===== src/rtl/fmc_pkg.sv =====
// Shared types, constants and helpers for the file magic classifier.
package fmc_pkg;

	localparam int CountW = 12;
	localparam logic [CountW-1:0] MAX_BYTES = 12'd2048;
	localparam int QueueDepth = 2;
	localparam int QueuePtrW = $clog2(QueueDepth);

	// file type codes
	localparam logic [4:0] FT_EMPTY  = 5'd0;
	localparam logic [4:0] FT_ELF    = 5'd1;
	localparam logic [4:0] FT_SCRIPT = 5'd2;
	localparam logic [4:0] FT_SQFS_L = 5'd3;
	localparam logic [4:0] FT_SQFS_B = 5'd4;
	localparam logic [4:0] FT_XZ     = 5'd5;
	localparam logic [4:0] FT_GZIP   = 5'd6;
	localparam logic [4:0] FT_BZIP2  = 5'd7;
	localparam logic [4:0] FT_ZSTD   = 5'd8;
	localparam logic [4:0] FT_PNG    = 5'd9;
	localparam logic [4:0] FT_JPEG   = 5'd10;
	localparam logic [4:0] FT_GIF    = 5'd11;
	localparam logic [4:0] FT_PDF    = 5'd12;
	localparam logic [4:0] FT_ZIP    = 5'd13;
	localparam logic [4:0] FT_CPIO   = 5'd14;
	localparam logic [4:0] FT_MBR    = 5'd15;
	localparam logic [4:0] FT_TEXT   = 5'd16;
	localparam logic [4:0] FT_DATA   = 5'd17;

	localparam logic [15:0] ELF_MACH_SH = 16'd42;
	localparam logic [7:0] ELF_CLASS_64 = 8'd2;
	localparam logic [7:0] ELF_DATA_MSB = 8'd2;

	typedef struct packed {
		logic [7:0] data_byte;
		logic       has_byte;
		logic       last;
	} in_item_t;

	typedef struct packed {
		logic [4:0]  file_type;
		logic        elf_wide;
		logic        elf_big_endian;
		logic [15:0] elf_machine;
		logic        elf_is_sh;
	} out_item_t;

	// everything the back end needs about one finished file
	typedef struct packed {
		logic [7:0][7:0]    hdr;
		logic [1:0][7:0]    mach;
		logic [1:0][7:0]    boot;
		logic [CountW-1:0]  count;
		logic               text_ok;
	} summary_t;

	// capture state at the start of a file
	localparam summary_t SUM_RESET = '{hdr: '0, mach: '0, boot: '0, count: '0,
		text_ok: 1'b1};

	function automatic logic byte_is_text(input logic [7:0] c);
		logic ctl_ok;
		ctl_ok = (c == 8'h0a) || (c == 8'h0d) || (c == 8'h09) ||
			(c == 8'h0c) || (c == 8'h08);
		return (c != 8'h00) && ((c >= 8'h20) || ctl_ok);
	endfunction

endpackage


===== src/rtl/fmc_front.sv =====
// Front end: captures header bytes, count and text flag, emits a file summary.
module fmc_front (
	input  logic                clk,
	input  logic                arst_n,
	input  logic                accept,
	input  fmc_pkg::in_item_t   item,
	output logic                sum_push,
	output fmc_pkg::summary_t   sum
);

	fmc_pkg::summary_t st_q;
	fmc_pkg::summary_t st_n;
	logic              cap;

	assign cap = item.has_byte && (st_q.count < fmc_pkg::MAX_BYTES);

	always_comb begin
		st_n = st_q;
		if (cap) begin
			if (st_q.count < 12'd8) begin
				st_n.hdr[st_q.count[2:0]] = item.data_byte;
			end else if (st_q.count == 12'd18) begin
				st_n.mach[0] = item.data_byte;
			end else if (st_q.count == 12'd19) begin
				st_n.mach[1] = item.data_byte;
			end else if (st_q.count == 12'd510) begin
				st_n.boot[0] = item.data_byte;
			end else if (st_q.count == 12'd511) begin
				st_n.boot[1] = item.data_byte;
			end
			if (!fmc_pkg::byte_is_text(item.data_byte)) begin
				st_n.text_ok = 1'b0;
			end
			st_n.count = st_q.count + 12'd1;
		end
	end

	assign sum_push = accept && item.last;
	assign sum = st_n;

	always_ff @(posedge clk or negedge arst_n) begin
		if (!arst_n) begin
			st_q <= fmc_pkg::SUM_RESET;
		end else if (accept) begin
			if (item.last) begin
				st_q <= fmc_pkg::SUM_RESET;
			end else begin
				st_q <= st_n;
			end
		end
	end

endmodule


===== src/rtl/fmc_queue.sv =====
// Short queue of file summaries between the front and back ends.
module fmc_queue (
	input  logic              clk,
	input  logic              arst_n,
	input  logic              wr,
	input  fmc_pkg::summary_t wr_data,
	input  logic              rd,
	output fmc_pkg::summary_t rd_data,
	output logic              full,
	output logic              empty
);

	fmc_pkg::summary_t                 mem_q [fmc_pkg::QueueDepth];
	logic [fmc_pkg::QueuePtrW-1:0]     wr_ptr_q;
	logic [fmc_pkg::QueuePtrW-1:0]     rd_ptr_q;
	logic [fmc_pkg::QueuePtrW:0]       count_q;

	assign full = (count_q == (fmc_pkg::QueuePtrW+1)'(fmc_pkg::QueueDepth));
	assign empty = (count_q == '0);
	assign rd_data = mem_q[rd_ptr_q];

	always_ff @(posedge clk) begin
		if (wr) begin
			mem_q[wr_ptr_q] <= wr_data;
		end
	end

	always_ff @(posedge clk or negedge arst_n) begin
		if (!arst_n) begin
			wr_ptr_q <= '0;
			rd_ptr_q <= '0;
			count_q <= '0;
		end else begin
			if (wr) begin
				wr_ptr_q <= wr_ptr_q + 1'b1;
			end
			if (rd) begin
				rd_ptr_q <= rd_ptr_q + 1'b1;
			end
			if (wr && !rd) begin
				count_q <= count_q + 1'b1;
			end else if (rd && !wr) begin
				count_q <= count_q - 1'b1;
			end
		end
	end

endmodule


===== src/rtl/fmc_back.sv =====
// Back end: runs the signature checks on a summary and holds the result.
module fmc_back (
	input  logic                clk,
	input  logic                arst_n,
	input  logic                sum_valid,
	input  fmc_pkg::summary_t   sum,
	output logic                sum_take,
	output logic                empty,
	input  logic                pop,
	output fmc_pkg::out_item_t  result
);

	fmc_pkg::out_item_t res_n;
	fmc_pkg::out_item_t res_q;
	logic               valid_q;
	logic [7:0][7:0]    h;
	logic [11:0]        n;
	logic [15:0]        mach;
	logic               big;

	assign h = sum.hdr;
	assign n = sum.count;
	assign big = (h[5] == fmc_pkg::ELF_DATA_MSB);
	assign mach = big ? {sum.mach[0], sum.mach[1]} : {sum.mach[1], sum.mach[0]};

	always_comb begin
		res_n = '0;
		if (n == '0) begin
			res_n.file_type = fmc_pkg::FT_EMPTY;
		end else if (n >= 12'd20 && h[0] == 8'h7f && h[1] == "E" && h[2] == "L" &&
			h[3] == "F") begin
			res_n.file_type = fmc_pkg::FT_ELF;
			res_n.elf_wide = (h[4] == fmc_pkg::ELF_CLASS_64);
			res_n.elf_big_endian = big;
			res_n.elf_machine = mach;
			res_n.elf_is_sh = (mach == fmc_pkg::ELF_MACH_SH);
		end else if (n >= 12'd2 && h[0] == "#" && h[1] == "!") begin
			res_n.file_type = fmc_pkg::FT_SCRIPT;
		end else if (n >= 12'd4 && h[0] == "h" && h[1] == "s" && h[2] == "q" &&
			h[3] == "s") begin
			res_n.file_type = fmc_pkg::FT_SQFS_L;
		end else if (n >= 12'd4 && h[0] == "s" && h[1] == "q" && h[2] == "s" &&
			h[3] == "h") begin
			res_n.file_type = fmc_pkg::FT_SQFS_B;
		end else if (n >= 12'd6 && h[0] == 8'hfd && h[1] == "7" && h[2] == "z" &&
			h[3] == "X" && h[4] == "Z" && h[5] == 8'h00) begin
			res_n.file_type = fmc_pkg::FT_XZ;
		end else if (n >= 12'd3 && h[0] == 8'h1f && h[1] == 8'h8b) begin
			res_n.file_type = fmc_pkg::FT_GZIP;
		end else if (n >= 12'd3 && h[0] == "B" && h[1] == "Z" && h[2] == "h") begin
			res_n.file_type = fmc_pkg::FT_BZIP2;
		end else if (n >= 12'd4 && h[0] == 8'h28 && h[1] == 8'hb5 && h[2] == 8'h2f &&
			h[3] == 8'hfd) begin
			res_n.file_type = fmc_pkg::FT_ZSTD;
		end else if (n >= 12'd8 && h[0] == 8'h89 && h[1] == "P" && h[2] == "N" &&
			h[3] == "G" && h[4] == 8'h0d && h[5] == 8'h0a && h[6] == 8'h1a &&
			h[7] == 8'h0a) begin
			res_n.file_type = fmc_pkg::FT_PNG;
		end else if (n >= 12'd3 && h[0] == 8'hff && h[1] == 8'hd8 && h[2] == 8'hff) begin
			res_n.file_type = fmc_pkg::FT_JPEG;
		end else if (n >= 12'd6 && h[0] == "G" && h[1] == "I" && h[2] == "F" &&
			h[3] == "8" && (h[4] == "7" || h[4] == "9") && h[5] == "a") begin
			res_n.file_type = fmc_pkg::FT_GIF;
		end else if (n >= 12'd5 && h[0] == "%" && h[1] == "P" && h[2] == "D" &&
			h[3] == "F" && h[4] == "-") begin
			res_n.file_type = fmc_pkg::FT_PDF;
		end else if (n >= 12'd4 && h[0] == "P" && h[1] == "K" && h[2] == 8'h03 &&
			h[3] == 8'h04) begin
			res_n.file_type = fmc_pkg::FT_ZIP;
		end else if (n >= 12'd6 && h[0] == "0" && h[1] == "7" && h[2] == "0" &&
			h[3] == "7" && h[4] == "0" && (h[5] == "1" || h[5] == "2")) begin
			res_n.file_type = fmc_pkg::FT_CPIO;
		end else if (n >= 12'd512 && sum.boot[0] == 8'h55 && sum.boot[1] == 8'haa) begin
			res_n.file_type = fmc_pkg::FT_MBR;
		end else begin
			res_n.file_type = sum.text_ok ? fmc_pkg::FT_TEXT : fmc_pkg::FT_DATA;
		end
	end

	assign sum_take = sum_valid && (!valid_q || pop);
	assign empty = !valid_q;
	assign result = res_q;

	always_ff @(posedge clk) begin
		if (sum_take) begin
			res_q <= res_n;
		end
	end

	always_ff @(posedge clk or negedge arst_n) begin
		if (!arst_n) begin
			valid_q <= 1'b0;
		end else if (sum_take) begin
			valid_q <= 1'b1;
		end else if (pop) begin
			valid_q <= 1'b0;
		end
	end

endmodule


===== src/rtl/file_magic_classifier_top.sv =====
// File magic classifier: one byte per push, one result per file.
//
// Bytes of a file are pushed one per transaction, the final one flagged by
// last; a push with has_byte low and last high ends a file (an empty file if
// nothing came before). Input takes one transaction every cycle while full is
// low. On the last transaction a summary of the file goes into a two-entry
// queue; the back end classifies it into the result register, from which it
// can be popped. full rises only when both queue entries hold finished files
// and the result register is still occupied; bytes past MAX_BYTES are dropped.
module file_magic_classifier_top (
	input  logic                clk,
	input  logic                arst_n,
	input  logic                push,
	output logic                full,
	input  fmc_pkg::in_item_t   item,
	output logic                empty,
	input  logic                pop,
	output fmc_pkg::out_item_t  result
);

	logic              accept;
	logic              sum_push;
	fmc_pkg::summary_t sum_in;
	fmc_pkg::summary_t sum_out;
	logic              q_empty;
	logic              sum_take;

	assign accept = push && !full;

	fmc_front u_front (
		.clk      (clk),
		.arst_n   (arst_n),
		.accept   (accept),
		.item     (item),
		.sum_push (sum_push),
		.sum      (sum_in)
	);

	fmc_queue u_queue (
		.clk     (clk),
		.arst_n  (arst_n),
		.wr      (sum_push),
		.wr_data (sum_in),
		.rd      (sum_take),
		.rd_data (sum_out),
		.full    (full),
		.empty   (q_empty)
	);

	fmc_back u_back (
		.clk       (clk),
		.arst_n    (arst_n),
		.sum_valid (!q_empty),
		.sum       (sum_out),
		.sum_take  (sum_take),
		.empty     (empty),
		.pop       (pop),
		.result    (result)
	);

endmodule


===== config.mk =====
export PLATFORM = sky130hd
export DESIGN_NAME = file_magic_classifier_top
export DESIGN_NICKNAME = d
export VERILOG_FILES = /design/src/rtl/fmc_pkg.sv /design/src/rtl/fmc_front.sv /design/src/rtl/fmc_queue.sv /design/src/rtl/fmc_back.sv /design/src/rtl/file_magic_classifier_top.sv
export SDC_FILE = /design/constraint.sdc
export NUM_CORES = 1
export LEC_CHECK = 0
export ABC_CLOCK_PERIOD_IN_PS = 6500
export BUFFER_PORTS_ARGS = -buffer_cell sky130_fd_sc_hd__buf_2
export CAP_MARGIN = 20
export CORE_AREA = 2 2 165 167
export CTS_CLUSTER_SIZE = 24
export DETAILED_ROUTE_END_ITERATION = 12
export DIE_AREA = 0 0 167 169
export PLACE_DENSITY = 0.78
export REMOVE_ABC_BUFFERS = 1
export SYNTH_ARGS = -nofsm -noshare
export SYNTH_HDL_FRONTEND = slang
export SYNTH_SLANG_ARGS = --single-unit

===== constraint.sdc =====
create_clock -name clk -period 6.5 [get_ports clk]
set_input_delay 1.3 -clock clk [delete_from_list [all_inputs] [get_ports clk]]
set_output_delay 1.3 -clock clk [all_outputs]
set_load 0.05 [all_outputs]

==> impl_results.md, run 1 <==
* Largest cells by area after synthesis: edfxtp_1, dfrtp_1, mux2_2, a22o_1, mux4_2
* Syn avg cell area at 14.0 um^2
* CTS tree: built
* Post-DP HPWL at 25400 um
* Final number of setup-violating endpoints at 0
* Worst Path Buf+Inv at 1
* Postcts setup bufs at 0
* Inserted Clock Buffers at 36
* Routed Antenna Nets at 0
* Slew Limit Fails at 0
* Vias in the first global route at 10400
* Relative max-transition margin at 30.1%
* GR Overflow Total at 0
* Rows at 60
* Post-Route WL at 40000 um
* # clock sinks at 356
* EDFF count, synth at 242
* Worst setup path class: register to register
* Peak Freq at 0.277 GHz
* Initial core utilization at 60.7%
* Core area at 26500 um^2
* Post-Layout Inst Area at 17900 um^2
* I/O Buffers at 39
* Count leader, synth: edfxtp_1
* IO Count at 40
* Worst-path cell chain: buf_4, nor3b_1, o2bb2a_1, nand4b_1, or4_1, o32a_1, o21ai_1, a211oi_1, nor2_1
* Residual DRC at 0
* Max FO, Critical Path at 67
* Nets at 1195
* Commonest cells post-synth: edfxtp_1, dfrtp_1, a22o_1
* Crit path time final at 3.61 ns
* Hold_ws at 0.501 ns
* Yosys top cell by area: edfxtp_1
* First-pass GRT wire length at 62100 um
* Status: finished clean
* RSZ-0062 raised after global routing: false
* Die boundary height at 169 um
* Synth Register Bits at 356
* Synth Flop Type: edfxtp_1
* Peak VDD IR at 290 uV
* Critical Path RT at 6.89 ns
* Maximum clock insertion buffer count at 3
* Sequential element share of the synthesized area at 62.9%
* Die Wd at 167 um
* Clock root cell: clkbuf_16
* Area Overhead vs Synth at 11.0%
* Placed instance area at 16500 um^2
* Tcrit/Tclk final at 55.5%
* Die area at 28200 um^2
* Worst-Skew Late Latency at 0.54 ns
* Initial DRC count at 1008
* Post-synth ARST share at 32.0%
* Number of H-tree levels at 2
* Clock Skews at 0.0205 ns
* # diodes at 0
* HP Class: register to register
* WL/cell at 25.8 um
* Antenna violations before repair at 0
* Fin. Hold Viols at 0
* Worst setup SP type: register
* Cts hold-fix bufs at 0
* Post-synth top area share at 45.1%
* Total track usage at 29.0%
* Drt pass-1 iters at 5
* Crit-path slowest cell: dfrtp_4
* Leakage power at 6.85 nW
* Fillcell total at 1879
* CP Capture Type: register
* Worst-Margin Slew at 1.04 ns
* Mapped cell area at 16100 um^2
* Post-synthesis cell type count at 86
* Critical path's largest stage delay at 0.80 ns
* MaxCap Viol Count at 0
* Synth Instances at 1151
* Vias at 10400
* Clock slew at reported path FFs at 0.06 ns
* CP arrival at 4.00 ns
* Via density per instance at 6.70
* PD cells at 371 nW/um^2
* Delay-heaviest family, CP: simple AND/OR/NAND/NOR gates
* Util after Layout at 67.4%
* Placer Congestion at 1.04
* Pin count of the biggest net entering global routing at 85
* Post-cts sizing count at 0
* YS warnings at 0
* Share of cells above drive strength 1 at 20.3%
## final cells by class
cell class	instances	area, um^2	area share [%]
repair buffers	50	345	1.93
inverters	19	71.3	0.399
clock buffers	45	986	5.52
clock inverters	21	305	1.71
flip-flops and latches	356	10100	56.7
well taps	341	427	2.39
multi-input cells	715	5610	31.4
## registers in the layout, summed over array words and instances, names as in the netlist
name / cells
u_queue.mem_q: 218
u_queue.wr_ptr_q: 1
u_back.result: 24
u_front.st_q: 109
u_queue.count_q: 2
u_queue.rd_ptr_q: 1
u_back.valid_q: 1
## worst register-to-register path, delay by kind of cell (launching register included)
family | cells | cell delay (ns)
AND/OR/NAND/NOR | 4 | 1.17
AO/OA/AOI/OAI | 4 | 0.87
flip-flops | 1 | 0.80
buffers and inverters | 1 | 0.61
## layout by cell type, fill, tap and decap left out, types with 6 or more instances in the layout
cell,count
buf_4,8
and2_1,19
a22o_1,106
buf_2,38
nand2_1,48
nor4bb_1,10
nor3b_1,15
o32ai_1,7
mux4_2,14
edfxtp_1,242
bufinv_16,6
xnor2_1,10
nor4b_1,8
mux2_2,98
nand3b_1,16
nand3_1,31
o21ai_0,21
a21oi_1,22
nor2b_1,12
mux2i_1,8
clkinvlp_4,6
nand4b_1,9
and3_1,8
nor4_1,16
clkbuf_16,37
xor2_1,7
nor2_1,49
o22ai_1,8
nand4_1,17
nand2b_1,13
nor3_1,33
dfrtp_1,112
inv_1,19
## metal layers
layer / global-route usage [%] / wire (um) / part of all wire, % / vias up
met2: 47.7 / 19500 / 49 / 391
li1: - / - / - / 4601
met4: 12.0 / 1630 / 4.1 / 0
met1: 39.3 / 16400 / 41 / 5264
met5: 0 / 0 / 0 / -
met3: 4.07 / 2460 / 6.1 / 105
## metrics by stage
step,setup TNS [ns],cells,total power [mW],setup slack [ns]
after floorplan,-62.76,1090,3.98,-0.453
after global placement,0,1479,4.38,2.62
after detailed placement,0,1479,4.41,2.50
after CTS,0,1545,6.63,2.93
after global routing,0,1547,6.89,2.62
final,0,1547,6.63,2.89
## logic make-up after synthesis
family | count (synthesis) | share of synthesized area, %
mux | 121 | 9.38
compound gates | 217 | 10.6
buf+inv | 80 | 2.42
fa+ha+maj | 3 | 0.233
xor+xnor | 17 | 0.925
flops | 356 | 62.9
simple gates | 357 | 13.6
## where the power goes
part | internal (mW) | switching, mW | leakage, nW
Sequential | 2.78 | 0.220 | 3.87
Combinational | 0.453 | 0.950 | 2.38
Clock | 1.34 | 0.898 | 0.612
Total | 4.56 | 2.07 | 6.85
## final timing paths
kind	startpoint	to	slack, ns	depth (start not counted)
worst max-delay path	u_queue.rd_ptr_q$_DFFE_PN0P_	u_back.result[20]$_SDFFCE_PP0P_	2.89	9
worst min-delay path	u_front.st_q[68]$_DFFE_PN0P_	u_front.st_q[68]$_DFFE_PN0P_	0.50	1
worst max register to register	u_queue.rd_ptr_q$_DFFE_PN0P_	u_back.result[20]$_SDFFCE_PP0P_	2.89	9
worst min register to register	u_front.st_q[68]$_DFFE_PN0P_	u_front.st_q[68]$_DFFE_PN0P_	0.50	1
max in group asynchronous	arst_n	u_front.st_q[30]$_DFFE_PN0P_	4.37	2
min in group asynchronous	arst_n	u_front.st_q[57]$_DFFE_PN0P_	0.90	1
No activity file was read; power rests on OpenSTA's default activity.
==> run 2, diff against run 1 <==
ABC_AREA = 1   (was unset)
ABC_CLOCK_PERIOD_IN_PS = 3480   (was 6500)
CORE_AREA = 2 2 167 169   (was 2 2 165 167)
DIE_AREA = 0 0 169 171   (was 0 0 167 169)
clock period = 3.48 ns   (was 6.5 ns; I/O delays follow)
==> run 2 against run 1 <==
  * Die area rose by 2.4%
  * Fmax rose by 14%
  * Sequential power rose by 87%
  * Largest cell class unchanged
  * Via count rose by 21%
  * Sequential cell count did not move
  * Clock skew fell by 0.0011 ns
  * Critical path type unchanged
  * Global-route usage rose by 0.077 points
  * Core utilization rose by 0.15 points
  * Sequential share of layout area fell by 1.8 points
==> impl_results.md, run 2 <==
* Status: finished clean
* Total design power at 13.9 mW (+110%)
* FF+latch area at 10100 um^2 (unchanged)
* Reg2reg path depth at 20 (+11)
* Area Overhead vs Synth at 11.2%
* Post-synth ARST share at 32.0% (unchanged)
* CTS tree: built
* Clock Skews at 0.0193 ns (-0.00113 ns)
* Die area at 28900 um^2 (+2.4%)
* Maximum clock insertion buffer count at 3 (unchanged)
* I/O Buffers at 39 (unchanged)
* Share of cells above drive strength 1 at 8.64% (-12 points)
* Commonest cells post-synth: nand2_1, inv_1, edfxtp_1
* Met2 WL post-DR at 19300 um (-1.2%)
* Rows at 61 (+1.7%)
* Via density per instance at 5.68 (-15%)
* Worst setup path class: register to register
* Initial DRC count at 1336 (+33%)
* YS warnings at 0 (unchanged)
* Most frequent cells in the layout: nand2_1, inv_1, edfxtp_1, nor2_1, o21ai_0
* M1 WL at 17700 um (+8.2%)
* Slew Limit Fails at 0 (unchanged)
* # clock sinks at 356 (unchanged)
* Final number of setup-violating endpoints at 0 (unchanged)
* Post-Layout Inst Area at 18500 um^2 (+3.3%)
* Count leader, synth: nand2_1
* CP Capture Type: register
* Largest cells by area after synthesis: edfxtp_1, dfrtp_1, nand2_1, inv_1, o21ai_0
* Syn avg cell area at 9.30 um^2 (-33%)
* Fillcell total at 2073 (+10%)
* Placer Congestion at 0.985 (-5.6%)
* Top Metal Used: met4
* Die Wd at 169 um (+1.2%)
* DR WL met3 at 3400 um (+38%)
* Commonest non-fill, non-tap cell in the layout: nand2_1
* Routed Antenna Nets at 0 (unchanged)
* Placed instance area at 17200 um^2 (+4.2%)
* Vias in the first global route at 12000 (+15%)
* MaxCap Viol Count at 0 (unchanged)
* Drt pass-1 iters at 7 (+2)
* Post-DP HPWL at 27700 um (+9.0%)
* Post-synth top area share at 43.7% (-1.4 points)
* Die boundary height at 171 um (+1.2%)
* Multi-input gate area at 4940 um^2 (-12%)
* Synth Instances at 1786 (+55%)
* Post-synthesis cell type count at 48 (-44%)
* Residual DRC at 0 (unchanged)
* Peak VDD IR at 747 uV (+160%)
* Inserted Clock Buffers at 36 (unchanged)
* Worst setup margin at 0.317 ns (-2.57 ns)
* Reg2reg setup slack at 0.32 ns (-2.57 ns)
* Max FO, Critical Path at 24 (-64%)
* Nets at 1840 (+54%)
* Peak Freq at 0.316 GHz (+14%)
* WL/cell at 18.9 um (-27%)
* RSZ-0062 raised after global routing: false
* Critical Path RT at 3.85 ns (-3.04 ns)
* GR Overflow Total at 0 (unchanged)
* Core area at 27300 um^2 (+3.1%)
* Hold_ws at 0.212 ns (-0.289 ns)
* First-pass GRT wire length at 64100 um (+3.2%)
* Worst-Skew Late Latency at 0.52 ns (-0.02 ns)
* CP arrival at 3.54 ns (-0.46 ns)
* Largest reg by FF count: u_queue.mem_q
* Worst setup SP type: register
* Postcts setup bufs at 0 (unchanged)
* Reg-to-reg startpoint: u_queue.rd_ptr_q$_DFFE_PN0P_
* Util after Layout at 67.6% (+0.15 points)
* EDFF count, synth at 242 (unchanged)
* Critical R2R Capture: u_back.result[19]$_SDFFCE_PP0P_
* Crit path time final at 3.16 ns (-0.447 ns)
* Clock root cell: clkbuf_16
* IO Count at 40 (unchanged)
* Setup WS pre-CTS at 0.424 ns (-2.08 ns)
* Clock slew at reported path FFs at 0.06 ns (about the same)
* Initial core utilization at 60.8% (+0.070 points)
* Mapped cell area at 16600 um^2 (+3.2%)
* Post-Route WL at 41500 um (+3.9%)
* Synth Flop Type: edfxtp_1
* Yosys top cell by area: edfxtp_1
* Post-cts sizing count at 0 (unchanged)
* Relative max-transition margin at 40.7% (+11 points)
* Cts hold-fix bufs at 0 (unchanged)
* Number of flip-flops in the largest register at 218 (unchanged)
* Sequential element share of the synthesized area at 60.9% (-2.0 points)
* Pin count of the biggest net entering global routing at 114 (+34%)
* Total track usage at 29.0% (+0.077 points)
* Synth Register Bits at 356 (unchanged)
* HP Class: input port to async pin
* Vias at 12500 (+21%)
* PD cells at 755 nW/um^2 (+100%)
* Leakage power at 8.74 nW (+27%)
* Number of H-tree levels at 2 (unchanged)
* Fin. Hold Viols at 0 (unchanged)
* Antenna violations before repair at 1 (+1)
* Tcrit/Tclk final at 90.9% (+35 points)
* Worst-Margin Slew at 0.882 ns (-0.158 ns)
## run 2: changes by cell type after synthesis, sizes merged, moves of 24 or more
cell / previous run / this run
o21ai: 23 / 146
a22o: 106 / 0
mux2: 99 / 0
nand4: 17 / 41
nand2: 49 / 388
o22ai: 8 / 91
nand3: 31 / 67
nor2: 51 / 160
inv: 19 / 336
## run 2: kinds of logic (layout without fill, tap and decap cells)
kind of cell | after synthesis | count (layout) | share of synthesized area, %
AOI/OAI and AO/OA | 268 | 268 | 8.99
xor gates and xnor gates | 13 | 13 | 0.685
DFF | 356 | 356 | 60.9
other | 0 | 2 | 0
adders and majority gates | 3 | 3 | 0.226
buffers and inverters | 405 | 470 | 9.48
muxes | 14 | 14 | 0.843
and+or+nand+nor | 727 | 727 | 18.9
## run 2: worst max path at each step
stage,from,to
global placement,u_queue.rd_ptr_q$_DFFE_PN0P_,u_back.result[19]$_SDFFCE_PP0P_
finish,u_queue.rd_ptr_q$_DFFE_PN0P_,u_back.result[19]$_SDFFCE_PP0P_
global route,u_queue.rd_ptr_q$_DFFE_PN0P_,u_back.result[19]$_SDFFCE_PP0P_
CTS,u_queue.rd_ptr_q$_DFFE_PN0P_,u_back.result[19]$_SDFFCE_PP0P_
floorplan,push,u_queue.mem_q[0][0]$_DFFE_PP_
detailed placement,item[1],u_queue.mem_q[0][28]$_DFFE_PP_
## run 2: final cells by class
| type | instances | area share [%] |
|---|---|---|
| inverter | 339 | 6.90 |
| antenna | 2 | 0.0271 |
| clock inverter | 16 | 0.976 |
| sequential | 356 | 54.8 |
| tap | 346 | 2.34 |
| timing repair buffer | 65 | 2.47 |
| clock buffer | 50 | 5.72 |
| multi-input combinational | 1025 | 26.7 |
## run 2: worst max-delay path, cell delays in order (launching register included)
cell     delay (ns)
dfrtp_4        0.52
inv_2          0.12
buf_4          0.30
nand2_1        0.09
nand2_1        0.14
inv_2          0.06
nor2_1         0.25
nand2_1        0.21
nor2_2         0.18
nand4_1        0.15
nor2_1         0.19
nand4_1        0.22
nand2_1        0.15
nand2_1        0.07
nand2_1        0.06
nand2_1        0.05
nand2_1        0.05
nand2_1        0.05
nand2_1        0.05
nand2_1        0.05
nand2_1        0.05
## run 2: report_power, final
group | total (mW) | switching [mW] | internal [mW]
sequential | 5.60 | 0.215 | 5.38
combinational | 4.37 | 3.32 | 1.05
clock | 3.97 | 1.60 | 2.37
## run 2: through the flow
stage / std cells / setup TNS, ns
3_3_place_gp: 2131 / 0
5_1_grt: 2197 / 0
4_1_cts: 2197 / 0
2_1_floorplan: 1720 / -908.57
3_5_place_dp: 2131 / 0
6_report: 2199 / 0
## run 2: routing by layer
metal  track usage [%]  up-vias
met5                 0        -
met4              10.1        0
met3              4.95       75
met2              46.4      501
met1              40.8     5934
li1                  -     5980
